$ cat config.mk
export PLATFORM = sky130hd
export DESIGN_NAME = twb_ctrl
export DESIGN_NICKNAME = d
export VERILOG_FILES = /design/src/twb_pkg.sv /design/src/twb_ctrl.sv
export SDC_FILE = /design/constraint.sdc
export NUM_CORES = 1
export LEC_CHECK = 0
export BUFFER_PORTS_ARGS = -buffer_cell sky130_fd_sc_hd__buf_2
export CORE_AREA = 3 3 40 42
export DETAILED_ROUTE_END_ITERATION = 6
export DIE_AREA = 0 0 43 45
export PLACE_DENSITY = 0.62
export SYNTH_ARGS = -nofsm -noshare
export SYNTH_HDL_FRONTEND = slang
export SYNTH_SLANG_ARGS = --single-unit
$ cat constraint.sdc
create_clock -name clk -period 3 [get_ports clk]
set_input_delay 0.3 -clock clk [delete_from_list [all_inputs] [get_ports clk]]
set_output_delay 0.3 -clock clk [all_outputs]
set_load 0.02 [all_outputs]
$ cat src/twb_pkg.sv
// Shared types and constants for the transactional write buffer.
`timescale 1ns / 1ps
`default_nettype none
package twb_pkg;

  localparam int TWB_LOG_DEPTH = 64;
  localparam int ADDR_W        = 48;
  localparam int VALUE_W       = 64;
  localparam int FILTER_W      = 32;
  localparam int FILTER_SEL_W  = 5;
  localparam int HASH_SHIFT_A  = 2;
  localparam int HASH_SHIFT_B  = 5;

  typedef enum logic [1:0] {
    OP_BEGIN  = 2'd0,
    OP_STORE  = 2'd1,
    OP_LOAD   = 2'd2,
    OP_COMMIT = 2'd3
  } op_t;

  typedef enum logic [2:0] {
    KIND_BEGUN     = 3'd0,
    KIND_STORED    = 3'd1,
    KIND_OVERFLOW  = 3'd2,
    KIND_HIT       = 3'd3,
    KIND_MISS      = 3'd4,
    KIND_WRITEBACK = 3'd5,
    KIND_EMPTY     = 3'd6
  } kind_t;

  typedef enum logic [2:0] {
    PTR_HOLD = 3'd0,
    PTR_TOP  = 3'd1,
    PTR_ZERO = 3'd2,
    PTR_DEC  = 3'd3,
    PTR_INC  = 3'd4
  } ptr_op_t;

  typedef enum logic [1:0] {
    ASEL_INPUT = 2'd0,
    ASEL_HELD  = 2'd1,
    ASEL_ENTRY = 2'd2
  } addr_sel_t;

  typedef struct packed {
    logic      capture;
    logic      append;
    logic      clear;
    logic      emit;
    kind_t     kind;
    addr_sel_t addr_sel;
    logic      val_entry;
    logic      last;
    ptr_op_t   ptr_op;
  } twb_cmd_t;

  typedef struct packed {
    op_t  opcode;
    logic filter_hit;
    logic fill_zero;
    logic full;
    logic match;
    logic ptr_zero;
    logic ptr_last;
    logic out_free;
  } twb_status_t;

endpackage
`default_nettype wire

$ cat src/twb_ctrl.sv
// Sequencer: dispatches each request and walks the log for loads and commits.
`timescale 1ns / 1ps
`default_nettype none
module twb_ctrl import twb_pkg::*; (
  input  wire logic        clk,
  input  wire logic        rst,
  input  wire logic        in_valid,
  output logic             in_ready,
  input  wire twb_status_t status,
  output twb_cmd_t         cmd
);

  typedef enum logic [2:0] {
    ST_IDLE   = 3'b001,
    ST_SEARCH = 3'b010,
    ST_DRAIN  = 3'b100
  } state_t;

  state_t state;
  state_t state_next;
  logic   accept;

  assign in_ready = (state == ST_IDLE) && status.out_free;
  assign accept   = in_valid && in_ready;

  always_comb begin
    cmd          = '0;
    cmd.kind     = KIND_BEGUN;
    cmd.addr_sel = ASEL_INPUT;
    cmd.ptr_op   = PTR_HOLD;
    state_next   = state;
    unique case (state)
      ST_IDLE: begin
        if (accept) begin
          cmd.capture = 1'b1;
          cmd.last    = 1'b1;
          unique case (status.opcode)
            OP_BEGIN: begin
              cmd.clear = 1'b1;
              cmd.emit  = 1'b1;
              cmd.kind  = KIND_BEGUN;
            end
            OP_STORE: begin
              cmd.emit = 1'b1;
              if (status.full) begin
                cmd.kind = KIND_OVERFLOW;
              end else begin
                cmd.append = 1'b1;
                cmd.kind   = KIND_STORED;
              end
            end
            OP_LOAD: begin
              if (status.filter_hit && !status.fill_zero) begin
                cmd.ptr_op = PTR_TOP;
                state_next = ST_SEARCH;
              end else begin
                cmd.emit = 1'b1;
                cmd.kind = KIND_MISS;
              end
            end
            OP_COMMIT: begin
              if (status.fill_zero) begin
                cmd.clear = 1'b1;
                cmd.emit  = 1'b1;
                cmd.kind  = KIND_EMPTY;
              end else begin
                cmd.ptr_op = PTR_ZERO;
                state_next = ST_DRAIN;
              end
            end
          endcase
        end
      end
      ST_SEARCH: begin
        // newest to oldest; result register is free here
        cmd.addr_sel = ASEL_HELD;
        cmd.last     = 1'b1;
        if (status.match) begin
          cmd.emit      = 1'b1;
          cmd.kind      = KIND_HIT;
          cmd.val_entry = 1'b1;
          state_next    = ST_IDLE;
        end else if (status.ptr_zero) begin
          cmd.emit   = 1'b1;
          cmd.kind   = KIND_MISS;
          state_next = ST_IDLE;
        end else begin
          cmd.ptr_op = PTR_DEC;
        end
      end
      ST_DRAIN: begin
        cmd.addr_sel  = ASEL_ENTRY;
        cmd.kind      = KIND_WRITEBACK;
        cmd.val_entry = 1'b1;
        cmd.last      = status.ptr_last;
        if (status.out_free) begin
          cmd.emit = 1'b1;
          if (status.ptr_last) begin
            cmd.clear  = 1'b1;
            state_next = ST_IDLE;
          end else begin
            cmd.ptr_op = PTR_INC;
          end
        end
      end
      default: begin
        state_next = ST_IDLE;
      end
    endcase
  end

  always_ff @(posedge clk) begin
    if (rst) begin
      state <= ST_IDLE;
    end else begin
      state <= state_next;
    end
  end

endmodule
`default_nettype wire

==> impl_metrics.yaml, run 1 <==
status:
  outcome: "finished clean"
timing:
  post-route-period-util_pct: 67.8
  fin_tns_setup_ps: 0
  hold_violations: 0
  fmax_ghz: 0.492
  rsz0062_at_grt: "no"
  fin_ws_ps: 967
  setup_viol: 0
  period_minus_slack_ps: 2030
  holdWs_ps: 256
  skew_ps: 2.18
  slew_violations: 0
  max_slew_margin_pct: 74.6
  worst_slew_pin_slew_ps: 378
grt:
  grtUsageMet2_pct: 20.1
  grt_util_met1_pct: 18.5
  grt_pass1_vias: 495
  antenna_found_initial: 0
  top_usage_layer: "met2"
  grtUsageTotal_pct: 13.6
  grt_max_degree: 10
  grt_pass1_wl_um: 2050
  overflow: 0
  grt_util_met3_pct: 2.79
layout:
  reg_top3: "state x3"
  largest_register_ffs: 3
  nNetsFinal: 111
  nFillCells: 141
  multi_input_area_um2: 357
  seq_area_um2: 60.1
  instances_no_fill: 109
  regMostFlops: "state"
  diodes: 0
  syn_to_final_growth_pct: 35.6
  drive_gt1_share_pct: 33.0
worst_setup_path:
  timing.rr.start: "state[0]"
  cp_max_fo: 9
  critPathCaptureType: "output pin"
  critPathKind: "register to output pin"
  r2r_end: "state[0]"
  setup.worst_path.start_class: "register"
  arrival_ps: 1730
  ff2ff_path_depth: 4
  crit_end: "cmd[9]"
  crit_start: "state[0]"
  r2r_slack_ps: 1620
  required_ps: 2700
drt:
  vias: 569
  via_per_inst: 5.22
  drcViolationCount: 0
  first_pass_iters: 4
  wl_per_cell_um: 11.3
  drtIter0Drc: 14
  totalWireLength_um: 1230
  ant_nets: 0
place:
  gp_congestion: 0.781
  io_buffers: 26
  post-place-ws_ps: 1240
  dp_cells: 105
  hpwlAfterDp_um: 1030
floorplan:
  coreArea_mm2: 0.00128
  dieArea_mm2: 0.00194
  io_pins: 27
  initial_core_util_pct: 35.1
  placementRows: 13
  fp.dieW_um: 43
  die_y_um: 45
clock_tree:
  clock_path_buffers: 2
  ctsResizeCount: 0
  clkTransAtPathRegs_ps: 40
  clock_latency_ps: 240
  post-cts-setup-buffers: 0
  cts_tree: "built"
  cts-buffers-inserted: 3
  cts-root-buf: "clkbuf_4"
  clock_sinks: 3
  cts-hold-fix-buffers: 0
  cts_max_level: 1
yosys:
  async_reset_ff_share_pct: 0
  synthCells: 67
  yosysSeqAreaShare_pct: 13.3
  synthTopCellsByArea: "dfxtp_1, ha_1, nand2b_1"
  synth_nets: 83
  yosysTopAreaCellShare_pct: 13.3
  yosysMostFrequentCell: "nand2_1"
  yosys_warnings: 0
  synth_top_cell_by_area: "dfxtp_1"
  avgSynthCellArea_um2: 6.72
  synth_edf_count: 0
  synth_seq_cells: 3
  yosysUniqueCellTypes: 28
  synth_flop_cell: "dfxtp_1"
  syn-cell-area_um2: 450
  synthTopCellsByCount: "nand2_1, nand2b_1, nor2_1"
pwr:
  power_density_mw_per_mm2: 269
  vdd_drop_max_v: 0.0000910
  leakage_uw: 0.000336
hold_path:
  hp-class: "input port to register"
job:
  cap_violations: 0
[placed cells by master (no fill, tap or decap), types with 2 or more instances in the layout]
| cell | netlist | layout |
|---|---|---|
| dfxtp_1 | 3 | 3 |
| nor3_1 | 4 | 4 |
| o21ai_0 | 2 | 2 |
| a21oi_1 | 3 | 3 |
| ha_1 | 4 | 4 |
| nand2_1 | 9 | 9 |
| buf_2 | 3 | 26 |
| nand3b_1 | 3 | 3 |
| inv_1 | 5 | 5 |
| clkbuf_4 | 0 | 3 |
| nand3_1 | 2 | 2 |
| a22o_1 | 2 | 2 |
| nor2_1 | 6 | 6 |
| nand2b_1 | 6 | 6 |
[area by class of cell]
cell class	count	area share, %
clock buffer	4	4.30
inverter	5	3.07
tap	15	3.07
multi-input combinational	56	58.4
sequential	3	9.84
timing repair buffer	26	21.3
[per-stage QoR]
step           utilization (%)  cell area, um^2  power, uW
2_1_floorplan                -              450       73.2
3_3_place_gp              45.5              584       92.7
3_5_place_dp              45.5              584       92.6
4_1_cts                   47.5              611        165
5_1_grt                   47.5              611        175
6_report                  47.5              611        164
[report_power, final]
part,total [uW],leakage [uW],switching (uW),internal (uW)
clock network,72.1,0.0000150,22.2,49.9
logic,49.8,0.000297,29.9,19.9
registers,42.1,0.0000243,1.40,40.7
[worst min-delay path by stage]
stage | from | end | slack [ps] | cells past startpoint
2_1_floorplan | rst | state[2] | 370 | 1
5_1_grt | rst | state[2] | 260 | 2
6_report | rst | state[2] | 260 | 2
3_5_place_dp | rst | state[2] | 500 | 2
3_3_place_gp | rst | state[2] | 500 | 2
4_1_cts | rst | state[2] | 260 | 2
[kinds of logic after synthesis]
logic type	Yosys count	synth area share (%)
fa+ha+maj	4	11.1
buf+inv	8	7.50
compound gates	16	25.3
simple gates	36	42.8
flops	3	13.3
[layer usage]
| metal | part of all wire [%] | up-vias |
|---|---|---|
| met5 | 0 | - |
| met4 | 0 | 0 |
| met3 | 5.7 | 0 |
| met2 | 47 | 18 |
| met1 | 47 | 258 |
| li1 | - | 293 |
[worst max-delay path, cell delays in order, from the launching register on]
cell and delay (ps):
dfxtp_1 490, nand3b_1 170, or2_1 350, nor2_2 160, a221o_1 160, buf_2 160
Power figures use the tool's default switching activity.
==> inputs of run 2 (changes only) <==
==> constraint.sdc (replaced) <==
create_clock -name clk -period 2.1 [get_ports clk]
set_input_delay 0.21 -clock clk [delete_from_list [all_inputs] [get_ports clk]]
set_output_delay 0.21 -clock clk [all_outputs]
set_load 0.02 [all_outputs]
==> run 2 against run 1 <==
Worst hold slack got worse by 92 ps. Clock-buffer cell count unchanged. Utilization unchanged. Setup slack got worse by 820 ps. Critical endpoint unchanged.
==> impl_metrics.yaml, run 2 (synthesis results as in run 1) <==
timing:
  slew_violations: 0
  skew_ps: 2.36
  rsz0062_at_grt: "no"
  fmax_ghz: 0.513
  fin_tns_setup_ps: 0
  worst_slew_pin_slew_ps: 409
  setup_viol: 0
  max_slew_margin_pct: 72.5
  holdWs_ps: 164
  hold_violations: 0
  period_minus_slack_ps: 1950
  post-route-period-util_pct: 92.8
worst_setup_path:
  critPathCaptureType: "output pin"
  ff2ff_path_depth: 4
  cp_max_fo: 9
  setup.worst_path.start_class: "register"
  arrival_ps: 1740
  critPathKind: "register to output pin"
  required_ps: 1890
floorplan:
  io_pins: 27
  dieArea_mm2: 0.00194
  fp.dieW_um: 43
  placementRows: 13
  die_y_um: 45
  initial_core_util_pct: 35.1
  coreArea_mm2: 0.00128
pwr:
  vdd_drop_max_v: 0.000270
  p_total_uw: 238
  leakage_uw: 0.000336
  power_density_mw_per_mm2: 390
clock_tree:
  cts-buffers-inserted: 3
  post-cts-setup-buffers: 0
  cts_max_level: 1
  cts-root-buf: "clkbuf_4"
  cts_tree: "built"
  clkTransAtPathRegs_ps: 40
  clock_sinks: 3
  ctsResizeCount: 0
  clock_path_buffers: 2
  cts-hold-fix-buffers: 0
  clock_latency_ps: 240
place:
  io_buffers: 26
  gp_congestion: 0.804
  placed_area_um2: 584
  hpwlAfterDp_um: 1030
grt:
  grt_pass1_vias: 480
  grtUsageTotal_pct: 13.5
  antenna_found_initial: 0
  grt_pass1_wl_um: 2030
  grt_max_degree: 10
  overflow: 0
drt:
  first_pass_iters: 4
  drcViolationCount: 0
  via_per_inst: 5.25
  totalWireLength_um: 1320
  vias: 572
  drtIter0Drc: 16
  ant_nets: 0
  wl_per_cell_um: 12.1
layout:
  nFillCells: 141
  final_common_cell: "buf_2"
  fin_area_um2: 611
  seq_area_um2: 60.1
  diodes: 0
  reg_top3: "state x3"
  regMostFlops: "state"
  layout_common_cells: "buf_2, nand2_1, nor2_1, nand2b_1, inv_1"
  syn_to_final_growth_pct: 35.6
  multi_input_area_um2: 357
  nNetsFinal: 111
  drive_gt1_share_pct: 33.0
  largest_register_ffs: 3
job:
  cap_violations: 0
hold_path:
  hp-class: "input port to register"
  whs_path_depth: 2
status:
  outcome: "finished clean"
==> run 2: cell counts in the layout (fill, tap and decap cells not counted) <==
No cell type changed its count.
==> run 2: final cells by class <==
type | count | area share, %
well taps | 15 | 3.07
inverters | 5 | 3.07
clock buffers | 4 | 4.30
multi-input cells | 56 | 58.4
repair buffers | 26 | 21.3
flip-flops and latches | 3 | 9.84
==> run 2: worst paths after layout <==
path	start	end	slack, ps
setup / recovery	state[0]	cmd[9]	150
hold / removal	rst	state[2]	160
hold reg to reg	state[0]	state[0]	590
setup reg to reg	state[0]	state[0]	690
==> run 2: per-stage QoR <==
step	cells	util, %	setup slack, ps
global placement	105	45.5	497
floorplan	67	-	388
detailed placement	105	45.5	422
global route	109	47.5	23.2
CTS	109	47.5	169
finish	109	47.5	150
==> run 2: layer usage <==
metal / up-vias / track usage, % / wire [um]
li1: 292 / - / -
met1: 266 / 16.5 / 571
met2: 14 / 22.8 / 662
met3: 0 / 5.58 / 85
met4: 0 / 1.81 / 0
met5: - / 0 / 0
==> run 2: critical path: stages (launching register included) <==
cell and delay, ps:
dfxtp_1 480, nand3b_1 180, or2_1 350, nor2_2 160, a221o_1 160, buf_2 150
==> run 2: where the power goes <==
| part | switching (uW) | internal, uW |
|---|---|---|
| Clock | 34.5 | 71.5 |
| Sequential | 1.98 | 58.2 |
| Combinational | 43.8 | 28.4 |
==> inputs of run 3 (changes only) <==
--- a/config.mk
+++ b/config.mk
@@ -7,6 +7,7 @@
 export LEC_CHECK = 0
 export BUFFER_PORTS_ARGS = -buffer_cell sky130_fd_sc_hd__buf_2
 export CORE_AREA = 3 3 40 42
+export CTS_BUF_LIST = sky130_fd_sc_hd__clkbuf_4 sky130_fd_sc_hd__clkbuf_8
 export DETAILED_ROUTE_END_ITERATION = 6
 export DIE_AREA = 0 0 43 45
 export PLACE_DENSITY = 0.62
==> run 3 against run 2 <==
Sequential power hardly changed. Clock power increased by 9%. Wire length about the same. Setup slack improved by 7.1 ps.
==> impl_metrics.yaml, run 3 (synthesis results as in run 1) <==
layout:
  instances_no_fill: 109
  diodes: 0
  regMostFlops: "state"
  layout_common_cells: "buf_2, nand2_1, nor2_1, nand2b_1, inv_1"
  multi_input_area_um2: 357
  final_util_pct: 47.8
  largest_register_ffs: 3
  nNetsFinal: 111
  final_common_cell: "buf_2"
  drive_gt1_share_pct: 34.0
  syn_to_final_growth_pct: 36.4
  fin_area_um2: 614
  nFillCells: 142
  seq_area_um2: 60.1
  reg_top3: "state x3"
drt:
  first_pass_iters: 4
  vias: 585
  via_per_inst: 5.37
  totalWireLength_um: 1320
  ant_nets: 0
  drcViolationCount: 0
  wl_per_cell_um: 12.1
  drtIter0Drc: 16
clock_tree:
  clkTransAtPathRegs_ps: 40
  cts_max_level: 1
  cts-root-buf: "clkbuf_4"
  cts_tree: "built"
  clock_latency_ps: 240
  post-cts-setup-buffers: 0
  ctsResizeCount: 0
  clock_path_buffers: 2
  clock_sinks: 3
  cts-buffers-inserted: 3
  cts-hold-fix-buffers: 0
floorplan:
  die_y_um: 45
  fp.dieW_um: 43
  coreArea_mm2: 0.00128
  initial_core_util_pct: 35.1
  dieArea_mm2: 0.00194
  placementRows: 13
  io_pins: 27
pwr:
  vdd_drop_max_v: 0.000267
  power_density_mw_per_mm2: 404
  leakage_uw: 0.000339
worst_setup_path:
  cp_max_fo: 8
  critPathCaptureType: "output pin"
  arrival_ps: 1730
  required_ps: 1890
  critPathKind: "register to output pin"
  setup.worst_path.start_class: "register"
timing:
  post-route-period-util_pct: 92.5
  slew_violations: 0
  setup_viol: 0
  hold_violations: 0
  skew_ps: 2.54
  worst_slew_pin_slew_ps: 410
  fmax_ghz: 0.515
  period_minus_slack_ps: 1940
  fin_tns_setup_ps: 0
  rsz0062_at_grt: "no"
  max_slew_margin_pct: 72.4
grt:
  grt_max_degree: 10
  grt_pass1_wl_um: 2030
  overflow: 0
  grt_pass1_vias: 480
  grtUsageTotal_pct: 13.5
  antenna_found_initial: 0
job:
  cap_violations: 0
place:
  dp_cells: 105
  hpwlAfterDp_um: 1030
  placed_area_um2: 584
  gp_congestion: 0.804
  io_buffers: 26
hold_path:
  hp-class: "input port to register"
status:
  outcome: "finished clean"
[run 3: routing by layer]
layer / global-route usage (%) / wire length [um] / up-vias
met5: 0 / 0 / -
met4: 1.81 / 0 / 0
met3: 5.58 / 92 / 0
met2: 22.8 / 674 / 16
met1: 16.5 / 551 / 277
li1: - / - / 292
[run 3: final timing paths]
check | slack, ps | endpoint | startpoint | cells past startpoint
hold / removal | 170 | state[2] | rst | 2
setup / recovery | 160 | cmd[9] | state[2] | 5
setup reg to reg | 690 | state[0] | state[0] | 4
hold reg to reg | 590 | state[0] | state[0] | 1
[run 3: worst max-delay path: stages, from the launching register on]
cell	delay (ps)
dfxtp_1	460
nand3b_1	210
or2_1	260
nor2_2	80
a221o_1	340
buf_2	160
[run 3: final cells by class]
| class | instances | share of cell area (%) |
|---|---|---|
| multi-input cells | 56 | 58.0 |
| repair buffers | 26 | 21.2 |
| flip-flops and latches | 3 | 9.78 |
| clock buffers | 4 | 4.89 |
| inverters | 5 | 3.05 |
| well taps | 15 | 3.05 |
[run 3: stage by stage]
stage	worst slack, ps	hold slack (ps)	total power (uW)
2_1_floorplan	388	282	105
3_3_place_gp	497	403	132
3_5_place_dp	422	405	133
4_1_cts	167	161	253
5_1_grt	23.2	159	268
6_report	157	169	248
[run 3: where the power goes]
group | switching (uW) | internal [uW] | total (uW)
clock network | 31.8 | 84.2 | 116
registers | 2.00 | 58.2 | 60.2
logic | 43.6 | 28.4 | 72.0
total | 77.4 | 171 | 248
